`config.mk`:
```
export PLATFORM = sky130hd
export DESIGN_NAME = gbs_iou_unit
export DESIGN_NICKNAME = d
export VERILOG_FILES = /design/src/design/gbs_pkg.sv /design/src/design/gbs_iou_unit.sv
export SDC_FILE = /design/constraint.sdc
export NUM_CORES = 2
export LEC_CHECK = 0
export BUFFER_PORTS_ARGS = -buffer_cell sky130_fd_sc_hd__buf_2
export CORE_MARGIN = 1.5
export CORE_UTILIZATION = 44
export CTS_CLUSTER_SIZE = 40
export DETAILED_ROUTE_END_ITERATION = 12
export SYNTH_ARGS = -nofsm -noshare
export SYNTH_HDL_FRONTEND = slang
export SYNTH_SLANG_ARGS = --single-unit
```
`constraint.sdc`:
```
create_clock -name clk -period 11.6 [get_ports clk]
set_input_delay 1.74 -clock clk [delete_from_list [all_inputs] [get_ports clk]]
set_output_delay 1.74 -clock clk [all_outputs]
set_load 0.02 [all_outputs]
```
`src/design/gbs_pkg.sv`:
```
// ----------------------------------------------------------------------------
// gbs_pkg: shared types and constants for greedy box suppression
// Field widths, the packed layout of one kept-box memory word, and the result
// word that the overlap unit hands back to the sequencer.
// ----------------------------------------------------------------------------
package gbs_pkg;

  localparam int COORD_W   = 17;  // signed Q12.4 coordinate
  localparam int SPAN_W    = 19;  // edge difference plus one pixel
  localparam int AREA_W    = 36;  // signed Q27.8 area
  localparam int PROD_W    = 38;  // full span-by-span product
  localparam int INTER_W   = 35;  // non-negative intersection area
  localparam int UNION_W   = 38;  // kept area plus new area minus intersection
  localparam int THR_W     = 16;  // Q0.16 overlap threshold
  localparam int SCALED_W  = 55;  // threshold times union
  localparam int LIMIT_W   = 7;
  localparam int INDEX_W   = 10;
  localparam int ORD_W     = 6;
  localparam int ONE_PIXEL = 16;

  // One kept-box word: {x1, y1, x2, y2, area}
  localparam int ENTRY_W   = 4 * COORD_W + AREA_W;
  localparam int X1_LSB    = 3 * COORD_W + AREA_W;
  localparam int Y1_LSB    = 2 * COORD_W + AREA_W;
  localparam int X2_LSB    = COORD_W + AREA_W;
  localparam int Y2_LSB    = AREA_W;

  localparam logic [THR_W-1:0]   THR_RESET   = 16'd45875;
  localparam logic [LIMIT_W-1:0] LIMIT_RESET = 7'd64;

  typedef logic signed [COORD_W-1:0] coord_t;
  typedef logic signed [AREA_W-1:0]  area_t;

  // Word returned by the overlap unit
  typedef struct packed {
    logic  area_valid;  // new-box area is ready
    area_t area;
    logic  test_valid;  // one kept-box comparison has finished
    logic  overlap;     // that kept box suppresses the new box
  } gbs_result_t;

endpackage

```
`src/design/gbs_iou_unit.sv`:
```
// ----------------------------------------------------------------------------
// gbs_iou_unit: shared span/multiply/compare pipe
// Either computes the area of the new box or tests one kept box for an
// intersection over union above the threshold, one operation per cycle.
// ----------------------------------------------------------------------------
module gbs_iou_unit (
  input  logic                      clk,
  input  logic                      rst,
  input  logic                      start,
  input  logic                      area_mode,
  input  logic [gbs_pkg::THR_W-1:0] thr,
  input  gbs_pkg::coord_t           x1,
  input  gbs_pkg::coord_t           y1,
  input  gbs_pkg::coord_t           x2,
  input  gbs_pkg::coord_t           y2,
  input  gbs_pkg::area_t            new_area,
  input  logic [gbs_pkg::ENTRY_W-1:0] entry,
  output gbs_pkg::gbs_result_t      res
);
  import gbs_pkg::*;

  localparam logic signed [SPAN_W-1:0] PX = SPAN_W'(ONE_PIXEL);

  coord_t kx1, ky1, kx2, ky2;
  coord_t lo_x, lo_y, hi_x, hi_y;
  logic signed [SPAN_W-1:0] dx, dy, w_next, h_next;

  // stage A: spans
  logic                      v_a, mode_a;
  logic signed [SPAN_W-1:0]  w_a, h_a;
  area_t                     karea_a;
  // stage B: product
  logic                      v_b, mode_b;
  logic signed [PROD_W-1:0]  prod_b;
  area_t                     karea_b;
  // stage C: union
  logic                      v_c;
  logic signed [UNION_W-1:0] union_c;
  logic [INTER_W-1:0]        inter_c;
  // stage D: scaled union
  logic                      v_d, pos_d;
  logic signed [SCALED_W-1:0] scaled_d;
  logic [INTER_W-1:0]        inter_d;
  // stage E: compare
  logic                      v_e, ovl_e;

  assign kx1 = $signed(entry[X1_LSB +: COORD_W]);
  assign ky1 = $signed(entry[Y1_LSB +: COORD_W]);
  assign kx2 = $signed(entry[X2_LSB +: COORD_W]);
  assign ky2 = $signed(entry[Y2_LSB +: COORD_W]);

  always_comb begin
    lo_x = (x1 > kx1) ? x1 : kx1;
    lo_y = (y1 > ky1) ? y1 : ky1;
    hi_x = (x2 < kx2) ? x2 : kx2;
    hi_y = (y2 < ky2) ? y2 : ky2;
    if (area_mode) begin
      dx     = SPAN_W'(x2) - SPAN_W'(x1) + PX;
      dy     = SPAN_W'(y2) - SPAN_W'(y1) + PX;
      w_next = dx;
      h_next = dy;
    end else begin
      dx     = SPAN_W'(hi_x) - SPAN_W'(lo_x) + PX;
      dy     = SPAN_W'(hi_y) - SPAN_W'(lo_y) + PX;
      // clamp: disjoint boxes share nothing
      w_next = dx[SPAN_W-1] ? '0 : dx;
      h_next = dy[SPAN_W-1] ? '0 : dy;
    end
  end

  always_ff @(posedge clk) begin
    if (rst) begin
      v_a <= 1'b0;
      v_b <= 1'b0;
      v_c <= 1'b0;
      v_d <= 1'b0;
      v_e <= 1'b0;
    end else begin
      v_a <= start;
      v_b <= v_a;
      v_c <= v_b & ~mode_b;
      v_d <= v_c;
      v_e <= v_d;
    end
  end

  always_ff @(posedge clk) begin
    mode_a   <= area_mode;
    w_a      <= w_next;
    h_a      <= h_next;
    karea_a  <= $signed(entry[AREA_W-1:0]);

    mode_b   <= mode_a;
    prod_b   <= w_a * h_a;
    karea_b  <= karea_a;

    union_c  <= UNION_W'(karea_b) + UNION_W'(new_area) - UNION_W'(prod_b);
    inter_c  <= prod_b[INTER_W-1:0];

    scaled_d <= $signed({1'b0, thr}) * union_c;
    pos_d    <= (union_c > UNION_W'(0));
    inter_d  <= inter_c;

    ovl_e    <= pos_d && ($signed({1'b0, inter_d, 16'b0}) > scaled_d);
  end

  assign res.area_valid = v_b & mode_b;
  assign res.area       = prod_b[AREA_W-1:0];
  assign res.test_valid = v_e;
  assign res.overlap    = ovl_e;

endmodule

```
# ---- Word level (Yosys, flattened, before mapping)
# Index checks and enable logic that the tools add are counted.
dict set report op_classes {
  div 0
  multipliers 2
  n_eq_ne 0
  addsub 10
  reduce_logical 1
  n_mux 8
  shift 0
  magnitude_cmp 6
  n_bitwise 3
}
# cell count
set op_table {}
lappend op_table {{$add 18x6->19 const B} 4}
lappend op_table {{$sub 17x17->18} 4}
lappend op_table {{$mux 17} 4}
lappend op_table {{$gt 52x55->1} 1}
lappend op_table {{$mul 17x38->55} 1}
lappend op_table {{$gt 38x1->1 const B} 1}
lappend op_table {{$mul 19x19->38} 1}
lappend op_table {{$mux 19} 2}
lappend op_table {{$sub 37x38->38} 1}
lappend op_table {{$add 36x36->37} 1}
lappend op_table {{$mux 18} 2}
lappend op_table {{$gt 17x17->1} 2}
lappend op_table {{$lt 17x17->1} 2}
lappend op_table {{$and 1x1->1} 2}
lappend op_table {{$logic_and 1x1->1} 1}
lappend op_table {{$not 1->1} 1}
dict set report word_totals {
  latch_bits 0
  ramBits 0
  reg_bits 320
  romBits 0
  n_memories 0
}

# ---- Longest topological paths before layout
dict set report logic_depth {
  word_depth 6
  ltp_mapped 28
}

# ---- Least setup slack after synthesis
# OpenSTA, ideal clock, no wires.
dict set report synth_timing {
  path_kind {input port to flip-flop}
  startpoint {in thr[2] (netlist name)}
  endpoint {reg scaled_d[53]}
  slack_ns 3.668
  arrival_time_ns 7.860
  setup_time_ns 0.072
  path_stages 23
  n_path_buf 2
  cell_sequence {clkbuf_1 -> clkbuf_1 -> nand2_1 -> fa_1 -> fa_1 -> fa_1 -> inv_1 -> fa_1 -> fa_1 -> inv_1 -> fa_1 -> inv_1 -> ha_1 -> a21oi_2 -> o211ai_1 -> a2111oi_0 -> nand2_1 -> o2111ai_1 -> o21ai_1 -> o21a_1 -> and3_1 -> o41ai_1 -> xnor2_1}
}
dict set report synth_between {
  elab_chain_cells 1
}
# item line
set synth_rtl {}
lappend synth_rtl {{from (decl)} gbs_iou_unit.sv:11} ;# input logic [gbs_pkg::THR_W-1:0] thr,
lappend synth_rtl {{$mul 17x38->55} gbs_iou_unit.sv:100} ;# scaled_d <= $signed({1'b0, thr}) * union_c;
lappend synth_rtl {{to (signal assigned)} gbs_iou_unit.sv:100}
lappend synth_rtl {{to (decl)} gbs_iou_unit.sv:42} ;# logic signed [SCALED_W-1:0] scaled_d;
# Every way passes these cells.
# A chain may end at the register's enable or synchronous reset.

# ---- Worst setup path in the final report
# Ends and elaborated chain as after synthesis.

==> out/qor.json <==
{
  "layout.filler_cells": 11100,
  "postCtsSetupRepairBufs": 0,
  "clk_pin_slew_ns": 0.06,
  "synth.ff_latch_count": 320,
  "final.setup.tns_ns": 0,
  "multiInputGateArea_sq_um": 39100,
  "fp.dieH_um": 345,
  "worstReg2RegStart": "union_c[24]$_DFF_P_",
  "launch_point_of_the_worst_hold_path": "inter_c[14]$_DFF_P_",
  "r2r.worst_path.cells": 19,
  "drt.antenna.violating_nets": 0,
  "synthMuxAreaShare": 0.0152,
  "fp-row-count": 125,
  "drt-vias-per-instance": 4.98,
  "final.period_utilization": 0.733,
  "ctsHoldBuffers": 0,
  "synthDistinctLibCells": 78,
  "io_count": 267,
  "postSynthNetCount": 7335,
  "grt_max_degree": 39,
  "number_of_remaining_drc_errors": 0,
  "timing.final.hold_violations": 0,
  "final_cell_count_no_fill": 7286,
  "post_synth_design_cell_area_sq_um": 51500,
  "worst_r2r_endpoint": "scaled_d[53]$_DFF_P_",
  "critical_path_class": "primary input to flip-flop",
  "regArea_sq_um": 6410,
  "async_reset_ff_frac": 0,
  "synth_fa_ha_area_frac": 0.508,
  "first_global_vias": 39300,
  "cts_resized": 0,
  "overall_global_routing_resource_usage": 0.224,
  "num-nets-final": 7461,
  "max_cap_viol_count": 0,
  "initial_utilization": 0.443,
  "tritoncts": "done",
  "hold_path.class": "flip-flop to flip-flop",
  "cts.sink_count": 320,
  "slew_viol_final": 0,
  "yosys.area_share.xor_xnor": 0.0294,
  "worst_setup_path_start_kind": "primary input",
  "maxSlewHeadroom": 0.278,
  "die_w_um": 345,
  "worst_setup_path_end_kind": "flip-flop",
  "synth_enable_flop_cells": 0,
  "global_route_wire_length_before_repair_um": 212000,
  "fmax_mhz": 118,
  "global_route.overflow_total": 0,
  "worst_ep_required_ns": 12.11,
  "hold_path_depth": 0,
  "setup_viol_count_final": 0,
  "timing.clock.skew_ns": 0.0215,
  "first_pass_iters": 5,
  "route.detailed.wl_per_inst_um": 17.6,
  "cts_max_path_buffers": 3,
  "result_of_the_run": "complete, no violations",
  "cts_inserted_buffers": 38,
  "setup.reg_to_reg.worst_slack_ns": 4.03,
  "yosysSeqAreaShare": 0.124,
  "synth_simple_gate_area_frac": 0.131,
  "io_buffer_count": 266,
  "timing.critical_path.fanout_max": 38,
  "synth_compound_gate_area_share": 0.0753,
  "rsz0062_at_grt": "no",
  "numPlacedInstances": 7217,
  "placeable_core_region_sq_um": 116000,
  "cts_h_tree_depth": 2,
  "drtIter0Drc": 1615,
  "routed_wirelength_um": 128000,
  "tightestPinTransition_ns": 1.08,
  "insertion_delay_ns": 0.59,
  "grt_antenna_before_repair": 9,
  "hpwl_um": 106000,
  "globalplace.congestion": 0.882,
  "synth_top_family_by_area": "adder cells",
  "fin_crit_ns": 8.51,
  "floorplan.die_area_sq_um": 119000,
  "worstHoldEndpoint": "inter_d[14]$_DFF_P_",
  "flow.area_growth_from_synthesis_pct": 7.62,
  "cts-root-buf": "sky130_fd_sc_hd__clkbuf_16",
  "post_synth_inst_count": 5607,
  "syn_area_per_cell_sq_um": 9.19,
  "fraction_of_layout_instances_using_a_drive_strength_above_1": 0.0726,
  "detailroute.via_count": 36300,
  "yosys_warnings": 0,
  "arrival_time_reported_for_the_critical_path_endpoint_ns": 9.02,
  "most_instantiated_flip_flop_cell_in_the_synthesis_netlist": "sky130_fd_sc_hd__dfxtp_1"
}
-- synth_stat cells (all sizes together), types with 13 or more instances --
master     n  area share
clkbuf   164       0.012
a21o      97       0.014
ha       517        0.13
nand4     30      0.0036
xnor2    128       0.022
o21a      42      0.0061
fa       983        0.38
o21bai    20      0.0029
a31oi     20      0.0027
nor2b     31      0.0038
o21ai    112       0.011
xor2      45      0.0077
a21oi    153       0.015
nor2     128      0.0093
and3      13      0.0016
a211oi    15      0.0022
nand2b    32      0.0039
o211ai    13      0.0019
mux2i     42      0.0082
and2     417       0.051
a22o      19      0.0032
nand2    627       0.046
dfxtp    320        0.12
nor3      29      0.0028
mux2      32      0.0070
inv     1358       0.099
buf       48      0.0064
nand3     33      0.0032
-- per-stage QoR --
step	hold WS, ns	cell area [sq um]	worst slack [ns]	utilization
floorplan	0.310	51500	3.67	-
global placement	0.310	54000	2.70	0.465
detailed placement	0.312	54000	2.63	0.465
CTS	0.324	55400	3.21	0.477
global route	0.325	55400	2.67	0.477
finish	0.320	55400	3.09	0.477
-- placed cells by master, fill, tap and decap left out, types with 30 or more instances in the layout --
cell and n:
sky130_fd_sc_hd__nand4_1 30, sky130_fd_sc_hd__and2_1 417, sky130_fd_sc_hd__mux2i_1 41, sky130_fd_sc_hd__o21a_1 42, sky130_fd_sc_hd__a21o_1 97, sky130_fd_sc_hd__nor2_1 128
sky130_fd_sc_hd__nand3_1 33, sky130_fd_sc_hd__nand2_1 627, sky130_fd_sc_hd__ha_1 517, sky130_fd_sc_hd__buf_2 266, sky130_fd_sc_hd__xnor2_1 128, sky130_fd_sc_hd__xor2_1 45
sky130_fd_sc_hd__o21ai_0 105, sky130_fd_sc_hd__inv_1 1357, sky130_fd_sc_hd__fa_1 983, sky130_fd_sc_hd__buf_4 32, sky130_fd_sc_hd__clkbuf_16 39, sky130_fd_sc_hd__a21oi_1 152
sky130_fd_sc_hd__mux2_2 32, sky130_fd_sc_hd__dfxtp_1 320, sky130_fd_sc_hd__nor2b_1 31, sky130_fd_sc_hd__nand2b_1 32
-- critical path: stages --
cell                        delay, ns
sky130_fd_sc_hd__buf_2           0.72
sky130_fd_sc_hd__nand2_1         0.18
sky130_fd_sc_hd__fa_1            0.56
sky130_fd_sc_hd__fa_1            0.53
sky130_fd_sc_hd__fa_1            0.51
sky130_fd_sc_hd__inv_1           0.05
sky130_fd_sc_hd__fa_1            0.48
sky130_fd_sc_hd__fa_1            0.48
sky130_fd_sc_hd__inv_1           0.05
sky130_fd_sc_hd__fa_1            0.56
sky130_fd_sc_hd__inv_1           0.07
sky130_fd_sc_hd__ha_1            0.35
sky130_fd_sc_hd__a21oi_2         0.25
sky130_fd_sc_hd__o211ai_1        0.14
sky130_fd_sc_hd__a2111oi_0       0.60
sky130_fd_sc_hd__nand2_1         0.18
sky130_fd_sc_hd__o2111ai_1       0.38
sky130_fd_sc_hd__o21ai_1         0.16
sky130_fd_sc_hd__o21a_1          0.26
sky130_fd_sc_hd__and3_1          0.17
sky130_fd_sc_hd__o41ai_1         0.38
sky130_fd_sc_hd__xnor2_1         0.16
-- flip-flops by register name (all words and copies together) (netlist names), 19 cells and up --
name / flops
scaled_d: 55
prod_b: 38
union_c: 38
karea_a: 36
karea_b: 36
inter_c: 35
inter_d: 35
h_a: 19
w_a: 19
-- routing by layer --
metal | vias up | wire length [um] | track usage
met4 | 12 | 2830 | 0.0528
li1 | 17200 | - | -
met2 | 912 | 60200 | 0.377
met1 | 18100 | 56000 | 0.294
met5 | - | 78 | 0
met3 | 154 | 9350 | 0.0486
-- cell type report --
| type | instances | share of cell area |
|---|---|---|
| diodes | 2 | 0.0000903 |
| clock buffers | 48 | 0.0195 |
| clock inverters | 19 | 0.00537 |
| inverters | 1359 | 0.0920 |
| multi-input cells | 3716 | 0.705 |
| flip-flops and latches | 320 | 0.116 |
| well taps | 1524 | 0.0344 |
| repair buffers | 298 | 0.0284 |
-- worst max-delay path by stage --
stage | startpoint | to | cells after the start
3_3_place_gp | thr[2] | scaled_d[53]$_DFF_P_ | 22
6_report | thr[2] | scaled_d[53]$_DFF_P_ | 22
3_5_place_dp | thr[2] | scaled_d[53]$_DFF_P_ | 22
2_1_floorplan | thr[2] | scaled_d[53]$_DFF_P_ | 23
5_1_grt | thr[2] | scaled_d[53]$_DFF_P_ | 22
4_1_cts | thr[2] | scaled_d[53]$_DFF_P_ | 22
-- kinds of logic after synthesis --
| group | count (synthesis) |
|---|---|
| xor gates and xnor gates | 173 |
| muxes | 74 |
| buffers and inverters | 1571 |
| and+or+nand+nor | 1385 |
| adders and majority gates | 1500 |
| DFF | 320 |
| AOI/OAI and AO/OA | 584 |
Power is not shown: default switching activity piles up to over one toggle a cycle in this logic, so the estimate is an artifact.
