### src/design/gbs_ram.sv
// ----------------------------------------------------------------------------
// gbs_ram: generic single-port-write, single-port-read RAM
// One write and one registered read per cycle.
// ----------------------------------------------------------------------------
module gbs_ram #(
  parameter int WIDTH = 8,
  parameter int DEPTH = 16
) (
  input  logic                                   clk,
  input  logic                                   we,
  input  logic [(DEPTH > 1 ? $clog2(DEPTH) : 1)-1:0] waddr,
  input  logic [WIDTH-1:0]                       wdata,
  input  logic                                   re,
  input  logic [(DEPTH > 1 ? $clog2(DEPTH) : 1)-1:0] raddr,
  output logic [WIDTH-1:0]                       rdata
);

  logic [WIDTH-1:0] mem [DEPTH];

  always_ff @(posedge clk) begin
    if (we) begin
      mem[waddr] <= wdata;
    end
    if (re) begin
      rdata <= mem[raddr];
    end
  end

endmodule

### config.mk
export PLATFORM = sky130hd
export DESIGN_NAME = gbs_ram
export DESIGN_NICKNAME = d
export VERILOG_FILES = /design/src/design/gbs_ram.sv
export SDC_FILE = /design/constraint.sdc
export NUM_CORES = 1
export LEC_CHECK = 0
export BUFFER_PORTS_ARGS = -buffer_cell sky130_fd_sc_hd__buf_2
export CORE_MARGIN = 2
export CORE_UTILIZATION = 43
export DETAILED_ROUTE_END_ITERATION = 10
export GPL_ROUTABILITY_DRIVEN = 0
export PLACE_DENSITY = 0.63
export SETUP_SLACK_MARGIN = 0.3
export SYNTH_ARGS = -nofsm -noshare
export SYNTH_HDL_FRONTEND = slang
export SYNTH_SLANG_ARGS = --single-unit
export TNS_END_PERCENT = 10
### constraint.sdc
create_clock -name clk -period 2.7 [get_ports clk]
set_clock_uncertainty 0.1 [all_clocks]
set_input_delay 0.54 -clock clk [delete_from_list [all_inputs] [get_ports clk]]
set_output_delay 0.54 -clock clk [all_outputs]
set_load 0.03 [all_outputs]
Word-level counts from Yosys, hierarchy flattened --
Memories as Yosys holds them, arrays and structs flattened. A register that Yosys moved wholly into a read port is not among the register bits. Cells that the tools add are included. Widths: inputs -> output; s select.
Word-level totals: output and inout port bits 8, register bits after elaboration 0, input port bits 19, RAM bits 128, memories kept 1, logic and storage cells 3
Memories:
- mem | depth 16, width 8, read ports 1, clocked after Yosys merged registers in 1, write ports 1, line 18 | logic [WIDTH-1:0] mem [DEPTH];
Operators by class: muxes and demuxes 2
Operators with widths (count):
- $mux 1 | 2

Logic depth before layout (Yosys ltp) --
Gate-level depths: netlist of run 1.
word-level depth 2, depth in mapped cells 5, mapped depth without buffers 3

Worst setup path after synthesis of run 1 --
No wires, ideal clock.
path kind input port to flip-flop, start point input port waddr[2] (netlist bit), end point memory mem[0][0] (enable), cell stages on the path 2, setup time 383 ps, slack 567 ps, required time 2217 ps, path buffers 0, data arrival time 1650 ps, path through or3b_2 nor3_1
RTL lines:
- start: declaration | line 11 | input logic [(DEPTH > 1 ? $clog2(DEPTH) : 1)-1:0] waddr,
- end: declaration | line 18
Straight into the memory's write port.

==> flow_metrics.env, run 1 <==
export IMPL_status="finished, final reports clean"
export IMPL_cts_resized=0
export IMPL_drive_gt1_frac=0.315
export IMPL_cts_buffer_depth=2
export IMPL_track_usage=0.162
export IMPL_clock_latency_ns=0.41
export IMPL_rsz0062_at_grt="false"
export IMPL_synthToLayoutAreaGrowth_pct=19.7
export IMPL_rows=40
export IMPL_crit_type="primary input to flip-flop"
export IMPL_grt_max_degree=22
export IMPL_initial_core_util=0.437
export IMPL_ir_worst_vdd_v=0.000508
export IMPL_fin_area_um2=6260
export IMPL_layout_nets=304
export IMPL_layout_common_cells="136 x edfxtp_1, 26 x buf_2, 18 x mux4_2, 18 x buf_4, 17 x clkbuf_16"
export IMPL_ys_warn_count=0
export IMPL_worstPathRequired_ns=2.75
export IMPL_avgSynthCellArea_um2=22.8
export IMPL_hp_class="primary input to flip-flop"
export IMPL_dieWidth_um=114
export IMPL_ant_nets=0
export IMPL_routed_wl_um=9570
export IMPL_die_h_um=114
export IMPL_r2r_cells=3
export IMPL_cts_sinks=136
export IMPL_fin_crit_ns=1.81
export IMPL_firstDrtPassIters=4
export IMPL_p_total_mw=4.99
export IMPL_htreeDepth=4
export IMPL_arrival_ns=1.86
export IMPL_syn_nets=248
export IMPL_clockRootBuffer="clkbuf_16"
export IMPL_worstMarginPinSlew_ns=0.561
export IMPL_crit_fanout=20
export IMPL_fill_cells=950
export IMPL_vias_per_cell=5.47
export IMPL_setup_tns_ns=0
export IMPL_power_leakage_nw=2.13
export IMPL_cts_made_buffers=17
export IMPL_clk_pin_slew_ns=0.05
export IMPL_drc=0
export IMPL_hold_viol=0
export IMPL_grt_overflow=0
export IMPL_regToRegStartpoint="mem[9][4]$_DFFE_PP_"
export IMPL_diodes=0
export IMPL_r2r_end="rdata[4]$_DFFE_PP_"
export IMPL_synth_top_area_share=0.781
export IMPL_cts_tree="built"
export IMPL_io_pins=27
export IMPL_ys_seq_area_frac=0.781
export IMPL_slew_headroom=0.625
export IMPL_final_common_cell="edfxtp_1"
export IMPL_slew_violations=0
export IMPL_coreArea_um2=12000
export IMPL_numPortBuffers=26
export IMPL_die_area_um2=13100
export IMPL_fin_crit_sh=0.669
export IMPL_synth_distinct_cells=18
export IMPL_synthTopCellsByArea="edfxtp_1 78%, mux4_2 7.8%, mux4_1 7.0%, a22oi_1 2.3%, nor2_1 0.93%"
export IMPL_hold_end="rdata[2]$_DFFE_PP_"
export IMPL_yosysTopAreaCell="edfxtp_1"
export IMPL_syn_inst=229
export IMPL_dp_hpwl_um=6130
export IMPL_grt_pass1_vias=2466
export IMPL_cp_start_kind="primary input"
export IMPL_ys_seq_elements=136
export IMPL_multi_input_area_um2=1060
export IMPL_register_area_um2=4080
export IMPL_maxCapViolCount=0
export IMPL_placed_area_um2=5650
export IMPL_holdCritStartpoint="re"
export IMPL_wire_per_inst_um=21.5
export IMPL_whs_path_depth=1
export IMPL_grt_antenna_before_repair=0
export IMPL_r2r_slack_ns=1.09
export IMPL_p_per_area_nw_per_um2=796
export IMPL_drt_iter0_markers=176
export IMPL_end_kind="flip-flop"
export IMPL_grt_pass1_wl_um=14600
export IMPL_vias=2432
export IMPL_timing_fmax_mhz=554
export IMPL_cts_hold_buf=0
export IMPL_synth_area_um2=5230
export IMPL_cts_setup_buffers=0
export IMPL_setup_viol_count_final=0
==> power breakdown <==
| group | switching [mW] | internal [mW] | total, mW | leakage (nW) |
|---|---|---|---|---|
| sequential | 0.0117 | 2.38 | 2.39 | 1.24 |
| clock | 0.823 | 1.53 | 2.36 | 0.297 |
| combinational | 0.142 | 0.0962 | 0.238 | 0.598 |
| total | 0.977 | 4.01 | 4.99 | 2.13 |
==> worst max-delay path, stage by stage <==
cell and delay (ns):
buf_2 0.13, buf_12 0.20, mux4_1 0.57, a22oi_1 0.31
nand2_1 0.08
==> cells in the mapped netlist <==
master           count
nand3_1              1
clkdlybuf4s25_2      3
nand2b_1             2
a22oi_1             16
nor2b_1              1
mux4_1              14
edfxtp_1           136
nand2_1              9
and2b_1              1
nor2_1              13
and2_1               1
nor3_1               4
buf_4                1
buf_2                3
buf_6                3
nand3b_1             2
mux4_2              18
or3b_2               1
==> metrics by stage <==
| stage | hold WS (ns) | std cells | util | worst slack (ns) |
|---|---|---|---|---|
| finish | 0.407 | 445 | 0.523 | 0.894 |
| CTS | 0.392 | 445 | 0.523 | 0.900 |
| detailed placement | 0.633 | 413 | 0.472 | 0.473 |
| global route | 0.399 | 445 | 0.523 | 0.815 |
| global placement | 0.635 | 413 | 0.472 | 0.469 |
| floorplan | 0.539 | 229 | - | 0.567 |
==> flip-flops by register name (all words and copies together) (netlist names) <==
signal  cells
mem       128
rdata       8
==> per-layer routing <==
| layer | global-route usage | vias to the layer above | wire (um) |
|---|---|---|---|
| met5 | 0 | - | 0 |
| met1 | 0.223 | 1257 | 4280 |
| met3 | 0.0492 | 11 | 577 |
| met2 | 0.246 | 70 | 4580 |
| met4 | 0.0610 | 0 | 133 |
| li1 | - | 1094 | - |
==> worst max-delay path by stage <==
stage                     startpoint             endpoint  slack (ns)  cells past startpoint
after floorplan             waddr[2]  mem[0][0]$_DFFE_PP_        0.57                      2
after global placement      raddr[0]   rdata[4]$_DFFE_PP_        0.47                      5
after detailed placement    raddr[0]   rdata[2]$_DFFE_PP_        0.47                      5
after CTS                   raddr[0]   rdata[4]$_DFFE_PP_        0.90                      5
after global routing        raddr[0]   rdata[4]$_DFFE_PP_        0.82                      5
final                       raddr[0]   rdata[4]$_DFFE_PP_        0.89                      5
==> cell type report <==
class | count | area share
multi-input cells | 83 | 0.169
clock buffers | 18 | 0.0686
flip-flops and latches | 136 | 0.652
clock inverters | 14 | 0.0288
well taps | 147 | 0.0294
repair buffers | 47 | 0.0520
==> kinds of logic after synthesis <==
family	after synthesis	share of synthesized area
compound gates	16	0.0230
mux	32	0.148
buf+inv	10	0.0165
simple gates	35	0.0314
flops	136	0.781
(Power assumes the default switching activity.)
==> run 2, diff against run 1 <==
--- a/config.mk
+++ b/config.mk
@@ -5,12 +5,13 @@
 export SDC_FILE = /design/constraint.sdc
 export NUM_CORES = 1
 export LEC_CHECK = 0
+export ABC_AREA = 1
 export BUFFER_PORTS_ARGS = -buffer_cell sky130_fd_sc_hd__buf_2
 export CORE_MARGIN = 2
 export CORE_UTILIZATION = 43
 export DETAILED_ROUTE_END_ITERATION = 10
 export GPL_ROUTABILITY_DRIVEN = 0
-export PLACE_DENSITY = 0.63
+export PLACE_DENSITY = 0.65
 export SETUP_SLACK_MARGIN = 0.3
 export SYNTH_ARGS = -nofsm -noshare
 export SYNTH_HDL_FRONTEND = slang
==> constraint.sdc (replaced) <==
create_clock -name clk -period 1.6 [get_ports clk]
set_clock_uncertainty 0.1 [all_clocks]
set_input_delay 0.32 -clock clk [delete_from_list [all_inputs] [get_ports clk]]
set_output_delay 0.32 -clock clk [all_outputs]
set_load 0.03 [all_outputs]
==> run 2 against run 1 <==
  * Count of clock-buffer cells in the layout unchanged
  * Via count up 61%
  * Core utilization increased by 0.62 points
  * Final area increased by 12%
  * Die area rose by 11%
  * Sequential share of layout area is 7.0 points lower
  * Global-route usage increased by 3.1 points
  * Critical path type is now flip-flop to output pin
==> flow_metrics.env, run 2 <==
export IMPL_crit_chain="buf_6"
export IMPL_hold_viol=0
export IMPL_async_flop_share=0
export IMPL_multi_input_area_um2=1210
export IMPL_largest_register="mem"
export IMPL_rows=42
export IMPL_synth_main_ff_cell="edfxtp_1"
export IMPL_reg_top3="mem (128), rdata (8)"
export IMPL_firstDrtPassIters=5
export IMPL_synthTopCellsByArea="edfxtp_1 70%, nand2_1 11%, nand3_1 8.3%, inv_1 6.4%, buf_6 1.2%"
export IMPL_routed_wl_um=13100
export IMPL_cts_tree="built"
export IMPL_cp_slowest_cell="edfxtp_1"
export IMPL_diodes=0
export IMPL_ys_warn_count=0
export IMPL_placed_area_um2=6330
export IMPL_die_h_um=121
export IMPL_p_switching_mw=1.81
export IMPL_power_frac_clock=0.484
export IMPL_worstMarginPinSlew_ns=0.653
export IMPL_fin_area_um2=7010
export IMPL_synth_top_area_share=0.698
export IMPL_initial_core_util=0.442
export IMPL_holdCritStartpoint="re"
export IMPL_synthToLayoutAreaGrowth_pct=19.9
export IMPL_dieWidth_um=121
export IMPL_io_pins=27
export IMPL_r2r_end="rdata[7]$_DFFE_PP_"
export IMPL_drive_gt1_frac=0.143
export IMPL_avgSynthCellArea_um2=10.6
export IMPL_synth_commonest_cells="173 x nand2_1, 136 x edfxtp_1, 100 x inv_1"
export IMPL_synth_most_common_cell="nand2_1"
export IMPL_syn_inst=551
export IMPL_crit_buf_inv=1
export IMPL_vias_per_cell=4.93
export IMPL_hold_end="rdata[4]$_DFFE_PP_"
export IMPL_maxCapViolCount=0
export IMPL_arrival_ns=1.01
export IMPL_grt_max_degree=46
export IMPL_slew_headroom=0.564
export IMPL_drc=0
export IMPL_fin_crit_sh=0.895
export IMPL_final_common_cell="nand2_1"
export IMPL_wl_met3_um=878
export IMPL_track_usage=0.193
export IMPL_synth_area_um2=5850
export IMPL_p_per_area_nw_per_um2=1270
export IMPL_ys_seq_elements=136
export IMPL_timing_fmax_mhz=698
export IMPL_crit_family="flip-flops"
export IMPL_clockRootBuffer="clkbuf_16"
export IMPL_crit_fanout=1
export IMPL_cts_buffer_depth=2
export IMPL_ant_nets=0
export IMPL_fill_cells=1160
export IMPL_layout_common_cells="173 x nand2_1, 136 x edfxtp_1, 100 x inv_1"
export IMPL_layout_nets=622
export IMPL_grt_overflow=0
export IMPL_seq_power_share=0.454
export IMPL_numPortBuffers=26
export IMPL_sw_frac_of_total=0.203
export IMPL_cp_start_kind="flip-flop"
export IMPL_vias=3908
export IMPL_yosysTopAreaCell="edfxtp_1"
export IMPL_synth_edf_count=136
export IMPL_register_area_um2=4080
export IMPL_clk_pin_slew_ns=0.06
export IMPL_htreeDepth=4
export IMPL_status="finished, final reports clean"
export IMPL_ir_worst_vdd_v=0.000534
export IMPL_grt_pass1_vias=3840
export IMPL_setup_viol_count_final=0
export IMPL_r2r_slack_ns=0.35
export IMPL_dp_hpwl_um=8070
export IMPL_worstPathRequired_ns=1.18
export IMPL_fin_crit_ns=1.43
export IMPL_wirelength_met1_um=5980
export IMPL_wire_per_inst_um=16.5
export IMPL_whs_path_depth=1
export IMPL_crit_type="flip-flop to output pin"
export IMPL_ys_seq_area_frac=0.698
export IMPL_syn_nets=570
export IMPL_rsz0062_at_grt="true"
export IMPL_power_frac_comb=0.063
export IMPL_grt_antenna_before_repair=0
export IMPL_setup_tns_ns=0
export IMPL_largest_reg_flops=128
export IMPL_wl_met2_um=5860
export IMPL_cts_made_buffers=17
export IMPL_grt_pass1_wl_um=20700
export IMPL_top_layer_used="met4"
export IMPL_synth_distinct_cells=11
export IMPL_drt_iter0_markers=363
export IMPL_end_kind="output pin"
export IMPL_die_area_um2=14500
export IMPL_slew_violations=0
export IMPL_hp_class="primary input to flip-flop"
export IMPL_p_int_mw=7.10
export IMPL_cts_sinks=136
export IMPL_coreArea_um2=13200
export IMPL_r2r_cells=6
export IMPL_max_stage_delay_ns=0.43
export IMPL_regToRegStartpoint="mem[13][7]$_DFFE_PP_"
export IMPL_clock_latency_ns=0.41
export IMPL_power_leakage_nw=3.03
[run 2: cell types whose count changed in the layout (fill, tap and decap cells not counted), sizes merged, moves of 2 or more]
cell / before / now
clkinv: 8 / 5
nor2: 13 / 17
nand3: 1 / 97
nand2b: 2 / 0
clkinvlp: 1 / 3
nand2: 9 / 173
bufinv: 4 / 6
mux4: 32 / 0
buf: 47 / 57
a22oi: 16 / 0
inv: 1 / 102
nor3: 4 / 0
[run 2: routing by layer]
metal	global-route usage	vias up
met5	0	-
met2	0.296	141
met3	0.0443	23
met4	0.0821	0
met1	0.265	1861
li1	-	1883
[run 2: worst max-delay path by stage]
stage                             from                   end  slack [ns]  cells past startpoint
global placement              raddr[0]    rdata[3]$_DFFE_PP_       -0.06                      8
global route        rdata[6]$_DFFE_PP_              rdata[6]        0.14                      1
floorplan                     waddr[2]  mem[10][0]$_DFFE_PP_        0.23                      2
detailed placement            raddr[0]    rdata[3]$_DFFE_PP_       -0.07                      8
CTS                 rdata[6]$_DFFE_PP_              rdata[6]        0.15                      1
finish              rdata[6]$_DFFE_PP_              rdata[6]        0.17                      1
[run 2: logic make-up (layout without fill, tap and decap cells)]
logic type / after synthesis / count (layout) / synth area share
buffers and inverters: 126 / 191 / 0.0939
DFF: 136 / 136 / 0.698
and+or+nand+nor: 289 / 289 / 0.208
[run 2: per-stage QoR]
| step | worst slack, ns | util | power, mW | hold slack (ns) | instances |
|---|---|---|---|---|---|
| 5_1_grt | 0.144 | 0.529 | 9.15 | 0.158 | 792 |
| 2_1_floorplan | 0.229 | - | 4.42 | 0.319 | 551 |
| 4_1_cts | 0.151 | 0.529 | 8.94 | 0.158 | 792 |
| 3_5_place_dp | -0.0746 | 0.478 | 4.66 | 0.591 | 760 |
| 6_report | 0.167 | 0.529 | 8.90 | 0.171 | 792 |
| 3_3_place_gp | -0.0645 | 0.478 | 4.65 | 0.591 | 760 |
[run 2: final cells by class]
class	instances	area share
Clock inverter	14	0.0327
Sequential cell	136	0.582
Multi-Input combinational cell	289	0.173
Tap cell	176	0.0314
Clock buffer	18	0.0612
Timing Repair Buffer	57	0.0646
Inverter	102	0.0546
[run 2: power by group through the flow]
stage	Clock (mW)	Combinational, mW	Sequential [mW]
2_1_floorplan	0	0.281	4.14
3_3_place_gp	0	0.535	4.11
3_5_place_dp	0	0.544	4.11
4_1_cts	4.35	0.554	4.04
5_1_grt	4.49	0.612	4.05
6_report	4.31	0.557	4.04
[run 2: what timing repair did]
item,in CTS,in global routing
endpoints found under the setup margin,8,12
gates resized for setup,5,6
setup buffers,0,0
hold buffers,0,0
endpoints found under the hold margin,0,0
